--- src/pdas_pkg.sv ---
package pdas_pkg;

	localparam logic [7:0] START_DATA = 8'h02;
	localparam logic [7:0] START_LAST = 8'h03;

	localparam logic [15:0] MAX_LENGTH_RESET = 16'd2048;

	localparam logic [1:0] KIND_PAYLOAD = 2'd0;
	localparam logic [1:0] KIND_END     = 2'd1;
	localparam logic [1:0] KIND_CONTROL = 2'd2;

	localparam logic [1:0] STATUS_OK       = 2'd0;
	localparam logic [1:0] STATUS_MISMATCH = 2'd1;
	localparam logic [1:0] STATUS_TOO_LONG = 2'd2;

	typedef enum logic [6:0] {
		PH_IDLE    = 7'b0000001,
		PH_SEQ     = 7'b0000010,
		PH_LEN_LO  = 7'b0000100,
		PH_LEN_HI  = 7'b0001000,
		PH_PAYLOAD = 7'b0010000,
		PH_SUM_LO  = 7'b0100000,
		PH_SUM_HI  = 7'b1000000
	} phase_t;

	typedef struct packed {
		logic        valid;
		logic [1:0]  kind;
		logic [7:0]  data_byte;
		logic        is_last_packet;
		logic [7:0]  sequence_res;
		logic [15:0] payload_length;
		logic [1:0]  status;
	} result_t;

endpackage

--- src/pdas_fsm.sv ---
module pdas_fsm (
	input  logic             clk,
	input  logic             arst_n,
	input  logic             step,
	input  logic [7:0]       rx_byte,
	input  logic [15:0]      max_length,
	output pdas_pkg::result_t res
);

	pdas_pkg::phase_t phase_q, phase_d;
	logic        type_is_last_q, type_is_last_d;
	logic [7:0]  seq_hold_q, seq_hold_d;
	logic [15:0] length_hold_q, length_hold_d;
	logic [15:0] bytes_left_q, bytes_left_d;
	logic [15:0] running_sum_q, running_sum_d;
	logic [7:0]  sum_low_hold_q, sum_low_hold_d;
	logic [15:0] len_full;
	logic [15:0] left_dec;
	logic [15:0] got_sum;

	assign len_full = {rx_byte, length_hold_q[7:0]};
	assign left_dec = bytes_left_q - 16'd1;
	assign got_sum  = {rx_byte, sum_low_hold_q};

	always_comb begin
		phase_d        = phase_q;
		type_is_last_d = type_is_last_q;
		seq_hold_d     = seq_hold_q;
		length_hold_d  = length_hold_q;
		bytes_left_d   = bytes_left_q;
		running_sum_d  = running_sum_q;
		sum_low_hold_d = sum_low_hold_q;

		res                = '0;
		res.is_last_packet = type_is_last_q;
		res.sequence_res   = seq_hold_q;
		res.payload_length = length_hold_q;

		case (phase_q)
			pdas_pkg::PH_SEQ: begin
				seq_hold_d = rx_byte;
				phase_d    = pdas_pkg::PH_LEN_LO;
			end
			pdas_pkg::PH_LEN_LO: begin
				length_hold_d = {8'd0, rx_byte};
				phase_d       = pdas_pkg::PH_LEN_HI;
			end
			pdas_pkg::PH_LEN_HI: begin
				length_hold_d = len_full;
				if (len_full > max_length) begin
					phase_d            = pdas_pkg::PH_IDLE;
					res.valid          = 1'b1;
					res.kind           = pdas_pkg::KIND_END;
					res.payload_length = len_full;
					res.status         = pdas_pkg::STATUS_TOO_LONG;
				end else begin
					running_sum_d = '0;
					bytes_left_d  = len_full;
					phase_d       = (len_full == 16'd0) ? pdas_pkg::PH_SUM_LO
					                                    : pdas_pkg::PH_PAYLOAD;
				end
			end
			pdas_pkg::PH_PAYLOAD: begin
				running_sum_d = running_sum_q + {8'd0, rx_byte};
				bytes_left_d  = left_dec;
				if (left_dec == 16'd0)
					phase_d = pdas_pkg::PH_SUM_LO;
				res.valid     = 1'b1;
				res.kind      = pdas_pkg::KIND_PAYLOAD;
				res.data_byte = rx_byte;
			end
			pdas_pkg::PH_SUM_LO: begin
				sum_low_hold_d = rx_byte;
				phase_d        = pdas_pkg::PH_SUM_HI;
			end
			pdas_pkg::PH_SUM_HI: begin
				phase_d    = pdas_pkg::PH_IDLE;
				res.valid  = 1'b1;
				res.kind   = pdas_pkg::KIND_END;
				res.status = (got_sum == running_sum_q) ? pdas_pkg::STATUS_OK
				                                        : pdas_pkg::STATUS_MISMATCH;
			end
			default: begin
				// idle: look for a start byte, report anything else
				phase_d = pdas_pkg::PH_IDLE;
				if (rx_byte == pdas_pkg::START_DATA || rx_byte == pdas_pkg::START_LAST) begin
					type_is_last_d = (rx_byte == pdas_pkg::START_LAST);
					phase_d        = pdas_pkg::PH_SEQ;
				end else begin
					res                = '0;
					res.valid          = 1'b1;
					res.kind           = pdas_pkg::KIND_CONTROL;
					res.data_byte      = rx_byte;
				end
			end
		endcase
	end

	always_ff @(posedge clk or negedge arst_n) begin
		if (!arst_n) begin
			phase_q        <= pdas_pkg::PH_IDLE;
			type_is_last_q <= 1'b0;
			seq_hold_q     <= '0;
			length_hold_q  <= '0;
			bytes_left_q   <= '0;
			running_sum_q  <= '0;
			sum_low_hold_q <= '0;
		end else if (step) begin
			phase_q        <= phase_d;
			type_is_last_q <= type_is_last_d;
			seq_hold_q     <= seq_hold_d;
			length_hold_q  <= length_hold_d;
			bytes_left_q   <= bytes_left_d;
			running_sum_q  <= running_sum_d;
			sum_low_hold_q <= sum_low_hold_d;
		end
	end

endmodule

--- src/packet_deframer_additive_sum.sv ---
// Length-prefixed packet deframer with a 16-bit additive checksum.
// Input channel (in_valid / in_stall / rx_byte) carries one received byte
// per transfer. Output channel (out_valid / out_stall and the result fields)
// carries zero or one result per byte: a payload byte, a packet end with its
// status, or a control character seen outside a packet.
// Configuration: pulse cfg_wr_en with cfg_wr_data to set max_length
// (2048 after reset); write it only while no byte is in flight.
// A byte passes through the input register, then the result register, which
// presents its result. Throughput, set by the single state update per byte
// in the framing state machine, is one byte per cycle while the receiver
// does not hold out_stall on a waiting result.
// When the receiver holds out_stall, the result register holds its value and
// the input register holds one more byte; in_stall rises only once both are
// occupied, so a byte is taken in the same cycle a result leaves.
// Reset (arst_n low) empties both registers, returns the framer to idle and
// clears its header, length and checksum state.
module packet_deframer_additive_sum (
	input  logic        clk,
	input  logic        arst_n,
	input  logic        in_valid,
	output logic        in_stall,
	input  logic [7:0]  rx_byte,
	input  logic        cfg_wr_en,
	input  logic [15:0] cfg_wr_data,
	output logic        out_valid,
	input  logic        out_stall,
	output logic [1:0]  kind,
	output logic [7:0]  data_byte,
	output logic        is_last_packet,
	output logic [7:0]  sequence_res,
	output logic [15:0] payload_length,
	output logic [1:0]  status
);

	logic              valid_s1;
	logic [7:0]        byte_s1;
	logic              out_free;
	logic              advance;
	logic [15:0]       max_length_q;
	pdas_pkg::result_t res;
	pdas_pkg::result_t out_q;

	// result slot is free when empty or being drained this cycle
	assign out_free = !out_q.valid || !out_stall;
	assign advance  = valid_s1 && out_free;
	assign in_stall = valid_s1 && !out_free;

	// input register: take a new byte whenever it is empty or the held one advances
	always_ff @(posedge clk or negedge arst_n) begin
		if (!arst_n) begin
			valid_s1 <= 1'b0;
		end else if (!in_stall) begin
			valid_s1 <= in_valid;
		end
	end

	always_ff @(posedge clk) begin
		if (!in_stall && in_valid)
			byte_s1 <= rx_byte;
	end

	always_ff @(posedge clk or negedge arst_n) begin
		if (!arst_n) begin
			max_length_q <= pdas_pkg::MAX_LENGTH_RESET;
		end else if (cfg_wr_en) begin
			max_length_q <= cfg_wr_data;
		end
	end

	pdas_fsm u_fsm (
		.clk        (clk),
		.arst_n     (arst_n),
		.step       (advance),
		.rx_byte    (byte_s1),
		.max_length (max_length_q),
		.res        (res)
	);

	// result register: load on every advance (header bytes leave an empty
	// slot), drop the result once transferred out
	always_ff @(posedge clk or negedge arst_n) begin
		if (!arst_n) begin
			out_q <= '0;
		end else if (advance) begin
			if (res.valid)
				out_q <= res;
			else
				out_q.valid <= 1'b0;
		end else if (!out_stall) begin
			out_q.valid <= 1'b0;
		end
	end

	assign out_valid      = out_q.valid;
	assign kind           = out_q.kind;
	assign data_byte      = out_q.data_byte;
	assign is_last_packet = out_q.is_last_packet;
	assign sequence_res   = out_q.sequence_res;
	assign payload_length = out_q.payload_length;
	assign status         = out_q.status;

endmodule
--- config.mk ---
export PLATFORM = sky130hd
export DESIGN_NAME = packet_deframer_additive_sum
export DESIGN_NICKNAME = d
export VERILOG_FILES = /design/src/pdas_pkg.sv /design/src/pdas_fsm.sv /design/src/packet_deframer_additive_sum.sv
export SDC_FILE = /design/constraint.sdc
export NUM_CORES = 1
export LEC_CHECK = 0
export ABC_CLOCK_PERIOD_IN_PS = 3700
export BUFFER_PORTS_ARGS = -buffer_cell sky130_fd_sc_hd__buf_2
export CORE_MARGIN = 10
export CORE_UTILIZATION = 25
export CTS_CLUSTER_DIAMETER = 80
export CTS_CLUSTER_SIZE = 12
export DETAILED_ROUTE_END_ITERATION = 8
export GPL_TIMING_DRIVEN = 0
export HOLD_SLACK_MARGIN = 0.05
export SYNTH_ARGS = -nofsm -noshare
export SYNTH_HDL_FRONTEND = slang
export SYNTH_SLANG_ARGS = --single-unit
--- constraint.sdc ---
create_clock -name clk -period 3.7 [get_ports clk]
set_input_delay 0.37 -clock clk [delete_from_list [all_inputs] [get_ports clk]]
set_output_delay 0.37 -clock clk [all_outputs]
set_load 0.02 [all_outputs]
After elaboration in Yosys (flattened, before gate mapping)
Index checks and enable logic that the tools add are counted.
- output and inout bits: 39
- bits in registers: 135
- input bits: 29
- word-level logic and storage cells: 83
- reduce and logical (&&, ||, !) cells: 26
- magnitude comparators: 1
- eq/ne operators: 12
- bitwise gates (word level): 2
- mux-type cells: 22
- add/subtract/negate cells: 2
- operators by type and width (kind ; number):
    $pmux W16 S2 ; 4
    $pmux W7 S6 ; 1
    $mux W38 ; 1
    $logic_not A16 Y1 ; 2
    $mux W16 ; 2
    $mux W18 ; 1
    $add A16 B8 Y16 ; 1
    $eq A16 B16 Y1 ; 1
    $eq A8 B2 Y1 const B ; 2
    $gt A16 B16 Y1 ; 1
    $pmux W8 S2 ; 1
    $sub A16 B1 Y16 const B ; 1
    $mux W7 ; 2
    $pmux W3 S4 ; 1
    $reduce_and A2 Y1 ; 5
    $reduce_or A5 Y1 ; 2
    $mux W9 ; 1
    $reduce_and A3 Y1 ; 3
    $eq A7 B2 Y1 const B ; 1
    $eq A7 B3 Y1 const B ; 1
    $eq A7 B4 Y1 const B ; 1
    $eq A7 B5 Y1 const B ; 1
    $eq A7 B6 Y1 const B ; 1
    $eq A7 B7 Y1 const B ; 1
    15 further kinds ; 27

Depth between registers and ports, before layout
- depth in word-level cells: 6
- mapped depth: 11
- mapped depth without buffers: 9

Cells and area by module
A second synthesis with hierarchy kept.
- cell total of the unflattened synthesis: 672
- area, all modules: 7330.8 um^2
- modules (own cells, without submodules) (module ; sequential area each (um^2) ; instances ; area each (um^2) ; cells an instance):
    pdas_fsm ; 1803.0 ; 1 ; 4892.2 ; 542
    packet_deframer_additive_sum ; 1617.8 ; 1 ; 2438.6 ; 130

Worst setup path before layout
OpenSTA, ideal clock, no wires.
- kind: flip-flop to flip-flop
- from: reg max_length_q[11]
- to: reg out_q, in the netlist data_byte[2]
- path buffers: 2
- slack: 1.032 ns
- setup time: 0.125 ns
- clock period less this slack: 2.668 ns
- stages on the path, launching flop included: 12
- arrival: 2.543 ns
- data required time: 3.575 ns
- cell sequence: dfstp_2 inv_1 ha_1 a21oi_1 nor2_1 a211o_1 o31a_2 and2b_4 o31ai_4 buf_6 buf_12 mux2_4
- cells in the longest elaborated chain, start to end: 4
- RTL lines (element ; RTL line ; source):
    start: declaration ; packet_deframer_additive_sum.sv:39 ; logic [15:0] max_length_q;
    start signal: assignment ; packet_deframer_additive_sum.sv:64 ; max_length_q <= pdas_pkg::MAX_LENGTH_RESET;
    start signal: assignment ; packet_deframer_additive_sum.sv:66 ; max_length_q <= cfg_wr_data;
    $gt A16 B16 Y1 ; pdas_fsm.sv:50 ; if (len_full > max_length) begin
    $mux W3 ; pdas_fsm.sv:50 ;
    $pmux W3 S4 ; pdas_fsm.sv:39 ; case (phase_q)
    $reduce_and A2 Y1 (no source line) ; - ;
    end signal: assignment ; packet_deframer_additive_sum.sv:86 ; out_q <= res;
    end: declaration ; packet_deframer_additive_sum.sv:41 ; pdas_pkg::result_t out_q;
Every way passes these cells.
A chain may end at the register's enable or synchronous reset.

Worst setup path after layout
- from: reg byte_s1[6]
- to: reg u_fsm.running_sum_q[10]
- cells in the longest elaborated chain, start to end: 3
- elaborated cells between the ends (all ways): 5
- those cells by class: add/sub (1); order compare (1); eq/ne (1); mux (1); reduce/logical (1)
- RTL lines (element ; RTL line ; source):
    start: declaration ; packet_deframer_additive_sum.sv:36 ; logic [7:0] byte_s1;
    start signal: assignment ; packet_deframer_additive_sum.sv:59 ; byte_s1 <= rx_byte;
    $gt A16 B16 Y1 ; pdas_fsm.sv:50 ;
    $ne A2 B2 Y1 (no source line) ; - ;
    $reduce_and A3 Y1 (no source line) ; - ;
    end signal: assignment ; pdas_fsm.sv:114 ; running_sum_q <= running_sum_d;
    end: declaration ; pdas_fsm.sv:15 ; logic [15:0] running_sum_q, running_sum_d;
Parallel ways exist; a longest one is shown, timed or not.

==> flow_metrics.tcl <==
set metrics [dict create \
    met1_usage_pct 15.0 \
    use_met2_pct 16.4 \
    port_buffers 67 \
    grt_pass1_wl_mm 31.1 \
    core_area_um2 27900 \
    outcome "completed" \
    die_w_um 189 \
    synth_edf_count 8 \
    die_y_um 189 \
    final_max_slew_viol_count 0 \
    finalHoldViolCount 0 \
    clkLatencyLatePin_ns 0.44 \
    clockRootBuffer "clkbuf_16" \
    worst_slew_pin_slew_ns 1.20 \
    busiest_layer "met2" \
    ys_warn_count 0 \
    areaGrowthSynthToFinish_pct 19.9 \
    viasPerCell 4.69 \
    n_antenna_cell 0 \
    grt_max_degree 69 \
    final_nets 841 \
    h-tree-depth 4 \
    cts_buffer_depth 2 \
    async_flop_share_pct 94.1 \
    crit_required_ns 4.04 \
    fillers 2943 \
    grt_overflow 0 \
    cts_tree "done" \
    layout_commonest_cell "dfrtp_1" \
    cts_buffers 17 \
    p_per_area_nw_per_um2 440 \
    hold_path.class "input port to register" \
    maxSlewHeadroom_pct 19.4 \
    vdd_drop_max_mv 0.273 \
    routed_wl_mm 19.3 \
    antenna_found_initial 0 \
    final-setup-viol-count 0 \
    layout_common_cells "dfrtp_1 (125), nand2_1 (71), buf_2 (70)" \
    critPathMaxFanout 10 \
    hpwl_mm 13.8 \
    drive_above_1_share_pct 19.8 \
    start_kind "register" \
    ioPinCount 68 \
    clk_pin_slew_worst_paths_ns 0.06 \
    netlist_area_um2 7110 \
    tns_ns 0 \
    fin_crit_sh_pct 86.0 \
    grt_usage_pct 11.1 \
    final_antenna_net_count 0 \
    maxCapViolCount 0 \
    num_vias 5514 \
    path_class "register to register" \
    drtPass1Iterations 5 \
    finClkSkew_ns 0.0112 \
    arrival_ns 3.52 \
    dieArea_um2 35600 \
    drt_iter0_markers 605 \
    grt_pass1_vias 5455 \
    initial_core_util_pct 25.4 \
    ys_ff_latch 135 \
    wl_per_cell_um 16.4 \
    fp-row-count 61 \
    syn_inst 697 \
    fmax_ghz 0.314 \
    finalCriticalPeriod_ns 3.18 \
    whs_ns 0.107 \
    synth_cell_types 73 \
    ys_seq_area_share_pct 48.1 \
    use_met3_pct 3.14 \
    gp_congestion 0.838 \
    syn-num-nets 753 \
    drc_errors 0 \
    synth.avg_cell_area_um2 10.2 \
    clock-sinks 135 \
    leakage_nw 4.01 \
    synthFlopType "dfrtp_1" \
    rsz0062_at_grt "false" \
    end_kind "register" \
]
## sequential cells by signal, summed over array words and instances, names as in the netlist, 2 cells and up
signal,flops
byte_s1,8
data_byte,8
kind,2
max_length_q,16
payload_length,16
sequence_res,8
status,2
u_fsm.bytes_left_q,16
u_fsm.length_hold_q,16
u_fsm.phase_q,7
u_fsm.running_sum_q,16
u_fsm.seq_hold_q,8
u_fsm.sum_low_hold_q,8
## power by group
group / total (mW) / internal, mW / switching (mW)
Clock: 1.64 / 0.887 / 0.749
Sequential: 1.64 / 1.58 / 0.0568
Combinational: 0.475 / 0.196 / 0.280
## per-stage QoR
step | std cells | instance area (um^2) | power (mW) | util [%] | worst slack, ns
after CTS | 1176 | 8520 | 3.79 | 30.5 | 0.558
after floorplan | 697 | 7110 | 1.96 | - | 1.03
final | 1176 | 8520 | 3.75 | 30.5 | 0.519
after detailed placement | 1143 | 7950 | 2.15 | 28.5 | 0.594
after global routing | 1176 | 8520 | 3.90 | 30.5 | 0.350
after global placement | 1142 | 7910 | 2.14 | 28.3 | 0.446
## critical path, stage by stage, from the launching register on
cell and delay, ns:
edfxtp_1 0.46, ha_1 0.36, nand4_1 0.18, nor4_1 0.49, a21boi_1 0.26, o311ai_1 0.22, nand2_1 0.29, clkbuf_1 0.54
o21ai_0 0.19, o31ai_1 0.10
## layer usage
metal  up-vias  wire length [um]
li1       2647                 -
met1      2685              9190
met2       159              8650
met3        23              1120
met4         0               371
met5         -                 0
## logic make-up (layout without fill, tap and decap cells)
group | Yosys count | after routing | synth area share (%)
simple gates | 223 | 223 | 15.9
compound gates | 148 | 148 | 14.3
flops | 135 | 135 | 48.1
buf+inv | 85 | 186 | 5.11
mux | 53 | 53 | 8.49
fa+ha+maj | 27 | 27 | 4.86
xor+xnor | 26 | 26 | 3.20
## final cells by class
type                            instances  area, um^2  area share (%)
Clock buffer                           17         425            4.99
Multi-Input combinational cell        477        3320            39.0
Clock inverter                         15         134            1.57
Inverter                               49         184            2.16
Sequential cell                       135        3420            40.2
Buffer                                 36         179            2.10
Tap cell                              378         473            5.55
Timing Repair Buffer                   69         379            4.45
## Yosys cell counts, types with 3 or more instances
master | n | area [um^2]
o21a_1 | 4 | 30.0
o31ai_1 | 8 | 60.1
a21oi_1 | 31 | 155
or3_1 | 4 | 25.0
and3_1 | 4 | 25.0
mux2i_1 | 19 | 190
a22o_1 | 18 | 158
nand3_1 | 24 | 120
edfxtp_1 | 8 | 240
mux2_2 | 24 | 270
and2_1 | 3 | 18.8
o22ai_1 | 6 | 37.5
a31oi_1 | 3 | 18.8
nor3_1 | 15 | 75.1
buf_6 | 3 | 33.8
nand2b_1 | 4 | 25.0
o22a_1 | 5 | 43.8
nor2_1 | 49 | 184
clkbuf_1 | 28 | 105
ha_1 | 26 | 325
a21o_1 | 7 | 52.6
xnor2_1 | 5 | 43.8
inv_1 | 49 | 184
or4_1 | 3 | 22.5
mux2_4 | 8 | 120
o21ai_0 | 38 | 190
nand4_1 | 7 | 43.8
nor2b_1 | 11 | 68.8
xor2_1 | 21 | 184
nor4_1 | 12 | 75.1
dfrtp_1 | 125 | 3130
buf_2 | 4 | 20.0
nand2_1 | 71 | 267
## final timing paths
check                                            from                                   to  slack, ns  cells after the start
max in group asynchronous                      arst_n         u_fsm.phase_q[0]$_DFFE_PN1P_       2.42                      3
worst min register to register  status[0]$_DFFE_PN0P_                status[0]$_DFFE_PN0P_       0.48                      1
min in group asynchronous                      arst_n       payload_length[11]$_DFFE_PN0P_       0.51                      2
worst min-delay path                       rx_byte[2]                 byte_s1[2]$_DFFE_PP_       0.11                      1
worst max-delay path             byte_s1[6]$_DFFE_PP_  u_fsm.running_sum_q[10]$_DFFE_PN0P_       0.52                      9
worst max register to register   byte_s1[6]$_DFFE_PP_  u_fsm.running_sum_q[10]$_DFFE_PN0P_       0.52                      9
## timing repair
action | in CTS | in global routing
setup buffers | 0 | 0
hold buffers | 1 | 0
resized for setup | 0 | 0
endpoints found under the hold margin | 66 | 0
No activity file was read; power rests on OpenSTA's default activity.
